## config.mk

```make
export PLATFORM = sky130hd
export DESIGN_NAME = smx_cell
export DESIGN_NICKNAME = d
export VERILOG_FILES = /design/src/design/smx_pkg.sv /design/src/design/smx_cell.sv
export SDC_FILE = /design/constraint.sdc
export NUM_CORES = 1
export LEC_CHECK = 0
export BUFFER_PORTS_ARGS = -buffer_cell sky130_fd_sc_hd__buf_2
export CAP_MARGIN = 20
export CORE_MARGIN = 10
export CORE_UTILIZATION = 30
export CTS_BUF_LIST = sky130_fd_sc_hd__clkbuf_8
export CTS_CLUSTER_SIZE = 40
export DETAILED_ROUTE_END_ITERATION = 7
export SETUP_SLACK_MARGIN = 0.5
export SYNTH_ARGS = -nofsm -noshare
export SYNTH_HDL_FRONTEND = slang
export SYNTH_SLANG_ARGS = --single-unit
```

## constraint.sdc

```tcl
create_clock -name clk_i -period 1.6 [get_ports clk_i]
set_input_delay 0 -clock clk_i [delete_from_list [all_inputs] [get_ports clk_i]]
set_output_delay 0 -clock clk_i [all_outputs]
set_load 0.05 [all_outputs]
```

## src/design/smx_pkg.sv

```systemverilog
// Shared types and constants for the stack machine execute unit.
// No dependencies; imported by every module of the block.
`timescale 1ns / 1ps
`default_nettype none

package smx_pkg;

  // Default sizes, overridable on the top level
  localparam int unsigned STACK_DEPTH_DEF = 64;
  localparam int unsigned PROG_SIZE_DEF   = 256;

  // Field widths fixed by the instruction format
  localparam int unsigned ACTION_W  = 4;
  localparam int unsigned DATA_W    = 32;
  localparam int unsigned NEXT_PC_W = 8;

  // Opcodes
  typedef enum logic [ACTION_W-1:0] {
    OP_ADD    = 4'd0,
    OP_READ   = 4'd1,
    OP_WRITE  = 4'd2,
    OP_PUSH   = 4'd3,
    OP_DUP    = 4'd4,
    OP_JUMPIF = 4'd5,
    OP_MUL    = 4'd6,
    OP_SWAP   = 4'd7,
    OP_OVER   = 4'd8
  } op_e;

  // Result status codes
  typedef enum logic [1:0] {
    ST_OK    = 2'd0,
    ST_UNDER = 2'd1,
    ST_OVER  = 2'd2
  } status_e;

  // What a stack cell loads on the next edge
  typedef enum logic [1:0] {
    SEL_HOLD = 2'd0,
    SEL_UP   = 2'd1,
    SEL_DOWN = 2'd2
  } cell_sel_e;

  // Input word: one instruction
  typedef struct packed {
    logic [ACTION_W-1:0]      action;
    logic signed [DATA_W-1:0] operand;
  } smx_in_t;

  // Result word
  typedef struct packed {
    logic [NEXT_PC_W-1:0]     next_pc;
    logic                     write_valid;
    logic signed [DATA_W-1:0] write_value;
    logic [1:0]               status;
  } smx_out_t;

endpackage

`default_nettype wire

```

## src/design/smx_cell.sv

```systemverilog
// One stack cell: holds a single 32-bit entry and takes its neighbor's value.
// Depends on smx_pkg.
`timescale 1ns / 1ps
`default_nettype none

module smx_cell (
  input  logic                        clk_i,
  input  smx_pkg::cell_sel_e          sel_i,
  input  logic [smx_pkg::DATA_W-1:0]  up_val_i,
  input  logic [smx_pkg::DATA_W-1:0]  down_val_i,
  output logic [smx_pkg::DATA_W-1:0]  val_o
);
  import smx_pkg::*;

  logic [DATA_W-1:0] val_q;
  logic [DATA_W-1:0] val_d;

  // Entry mux: hold, take the cell above (push side) or below (pop side)
  always_comb begin
    case (sel_i)
      SEL_UP:   val_d = up_val_i;
      SEL_DOWN: val_d = down_val_i;
      default:  val_d = val_q;
    endcase
  end

  // Payload only, no reset
  always_ff @(posedge clk_i) begin
    val_q <= val_d;
  end

  assign val_o = val_q;

endmodule

`default_nettype wire

```

# Yosys cells after proc, flatten, opt, wreduce, memory -nomap -nowiden
# Cells that the tools add are included.
[totals] regBits=32 latch_bits=0 ramBits=0 rom_bits=0 inputBits=67 wordCells=5 memories=0
[op_classes] add_sub_neg=0 mul=0 div_mod_pow=0 magnitude_cmp=0 eq_ne=2 shift=0 mux=1 bitwise=0 reduce_logical=1
[op_table] cell="case mux 32 bit (2 select lines)" n=1
[op_table] cell="equality test 2 x 1 -> 1 bit, second input constant" n=1
[op_table] cell="equality test 2 bit, second input constant" n=1
[op_table] cell="nonzero test 2 bit" n=1

# Logic depth before layout (Yosys ltp)
[depth] word_depth=2 depth_mapped=5 mapped_depth_nobuf=3

# Worst setup path after synthesis
# No wires, ideal clock.
[synth_timing] path_kind="in2reg" from="input port sel_i[0]" to="register val_q[0] (netlist: val_o[0]), enable pin" setup_time_ns=0.387 t_arrival_ns=0.938 t_required_ns=1.213 path_slack_ns=0.275 stages=3 cell_sequence="inv_1 -> ha_1 -> inv_1"
[synth_via] elab_chain_len=2 elab_cells_between_ends=3
[synth_lines] item="start, declared" line="smx_cell.sv:8" source="input smx_pkg::cell_sel_e sel_i,"
[synth_lines] item="equality test 2 bit / equality test 2 x 1 -> 1 bit (equally long branches)" line="smx_cell.sv:20" source="case (sel_i)"
[synth_lines] item="nonzero test 2 bit (no line) (*)"
[synth_lines] item="end signal, assigned" line="smx_cell.sv:29" source="val_q <= val_d;"
[synth_lines] item="end, declared" line="smx_cell.sv:15" source="logic [DATA_W-1:0] val_q;"
# Mark *: on every way between the ends. The rest lies on a longest branch, timed or not.
# A chain may end at the register's enable or synchronous reset.

# Final worst setup path
[layout_timing] from="register val_q[19] (netlist: val_o[19])" to="output port val_o[19] in the netlist's numbering"
[layout_rtl] item="end, declared" line="smx_cell.sv:11" source="output logic [smx_pkg::DATA_W-1:0] val_o"
# No word-level cell between the ends.

==> results.tsv <==
metric	value	unit
CP max stage cell	edfxtp_1	
Worst EP arrival	0.86	ns
H-tree levels	2	
share of layout cells above drive strength 1	80.2	%
delay-heaviest family, CP	flip-flops	
clock tree buffer depth	2	
Vias/cell	4.12	
Final Instance Area	0.00217	mm²
Placed Cells incl. Taps	236	
crit path kind	flip-flop to output port	
via count	1005	
average wire per standard cell	15.7	µm
Placement Cell Area	0.00209	mm²
1st-pass router iterations	2	
Finish-stage setup viols	0	
die height	91.3	µm
setup bufs post-CTS	0	
cts repair resizes	0	
YS warnings	0	
Initial Util	31.7	%
root buf cell	clkbuf_8	
setup slack at placement	0.471	ns
Max Cap Violations	0	
Post-Layout Cell Count	244	
Pwr Density	1130	mW/mm²
TritonCTS Buffers	5	
Syn Inst Count	71	
CTS Sinks	32	
Worst Setup Start Kind	flip-flop	
CP Capture Type	output port	
Crit Path Max Fanout	1	
Chip Width	91.3	µm
synthesis-to-layout area growth	42.1	%
area of the core	0.00482	mm²
Site Rows	25	
Post-DRT Antenna Nets	0	
antenna cell count	0	
DRC	0	
GPL Wtd Cong	0.653	
crit-path max cell delay	0.33	ns
total wire length	3.82	mm
Yosys reg bits	32	
Slew Viols, Final	0	
cts hold-fix bufs	0	
slew margin rel.	81.4	%
Final Critical Period	0.862	ns
Synth cell types	7	
sequential share of the synthesized area	63.0	%
Buffers & Inverters on Critical Path	1	
clk slew on worst S/H paths	0.06	ns
CTS tree	done	
# port buffers	98	
largest net degree at the start of global routing	21	
peak supply drop	0.394	mV
fillers	489	
final layout net count	244	
leakage	0.00101	µW
max reg flops	32	
Finished Core Util	45.0	%
number of global-route vias before repair	1222	
Total Die Area	0.00834	mm²
Fmax	1160	MHz
RSZ-0062 raised after global routing	no	
I/O pin count	99	
first-pass GRT wire length	6.06	mm
HP Class	input port to flip-flop	
antenna violations before repair	0	
status	complete, no violations	
crit share post-route	53.9	%
final setup TNS	0	ns
Overflow after GRT	0	
worst-margin pin slew	0.281	ns
crit-path cells	buf_2	
syn avg cell area	21.5	µm²
Post-Syn Area	0.00153	mm²
overall routing resource usage	9.37	%
syn_nets	139	
PnR worst setup slack	0.738	ns
Critical Path RT	1.60	ns
final hold violations	0	
DR iter-0 viols	26	
## cell usage after synthesis
cell type   n  area share (%)
inv_1       2            0.49
buf_12      3             3.9
buf_6       1            0.74
mux2_2      2             1.5
mux2_4     30              30
ha_1        1            0.82
edfxtp_1   32              63
## path summary, 6_finish.rpt
| path | startpoint | endpoint | slack, ns | depth (start not counted) |
|---|---|---|---|---|
| max | val_o[19]$_DFFE_PP_ | val_o[19] | 0.74 | 1 |
| min | up_val_i[15] | val_o[15]$_DFFE_PP_ | 0.03 | 2 |
## cells by family after synthesis
family | Yosys count | share of synthesized area [%]
muxes | 32 | 31.0
adders and majority gates | 1 | 0.820
DFF | 32 | 63.0
buffers and inverters | 6 | 5.17
## cell type report
| cell class | instances | area, µm² | area share (%) |
|---|---|---|---|
| clock inverters | 3 | 11.3 | 0.520 |
| repair buffers | 102 | 533 | 24.6 |
| well taps | 67 | 83.8 | 3.87 |
| clock buffers | 5 | 68.8 | 3.18 |
| multi-input cells | 33 | 498 | 23.0 |
| inverters | 2 | 11.3 | 0.520 |
| flip-flops and latches | 32 | 961 | 44.3 |
## cells in the final DEF (no fill, tap or decap)
master,instances
inv_2,1
buf_4,3
clkinvlp_4,1
edfxtp_1,32
mux2_2,2
mux2_4,30
clkbuf_8,5
buf_2,98
ha_4,1
buf_12,1
clkinv_1,1
inv_1,2
## layer usage
metal	share of wire (%)	GRT usage [%]	routed length [µm]	vias to the layer above
met5	0	0	0	-
met3	12	6.50	469	2
met1	37	8.62	1430	457
met2	50	16.2	1910	64
met4	0.50	3.00	19	0
li1	-	-	-	482
## power by group
group | total (µW) | switching, µW | internal [µW]
clock | 551 | 262 | 289
sequential | 1090 | 21.8 | 1070
combinational | 812 | 569 | 244
## through the flow
| step | hold WS (ns) | total power, µW |
|---|---|---|
| final | 0.0252 | 2450 |
| after global routing | 0.00352 | 2580 |
| after CTS | 0.0105 | 2500 |
| after detailed placement | 0.304 | 1930 |
| after global placement | 0.301 | 1920 |
| after floorplan | 0.217 | 1710 |
Power figures use the tool's default switching activity.
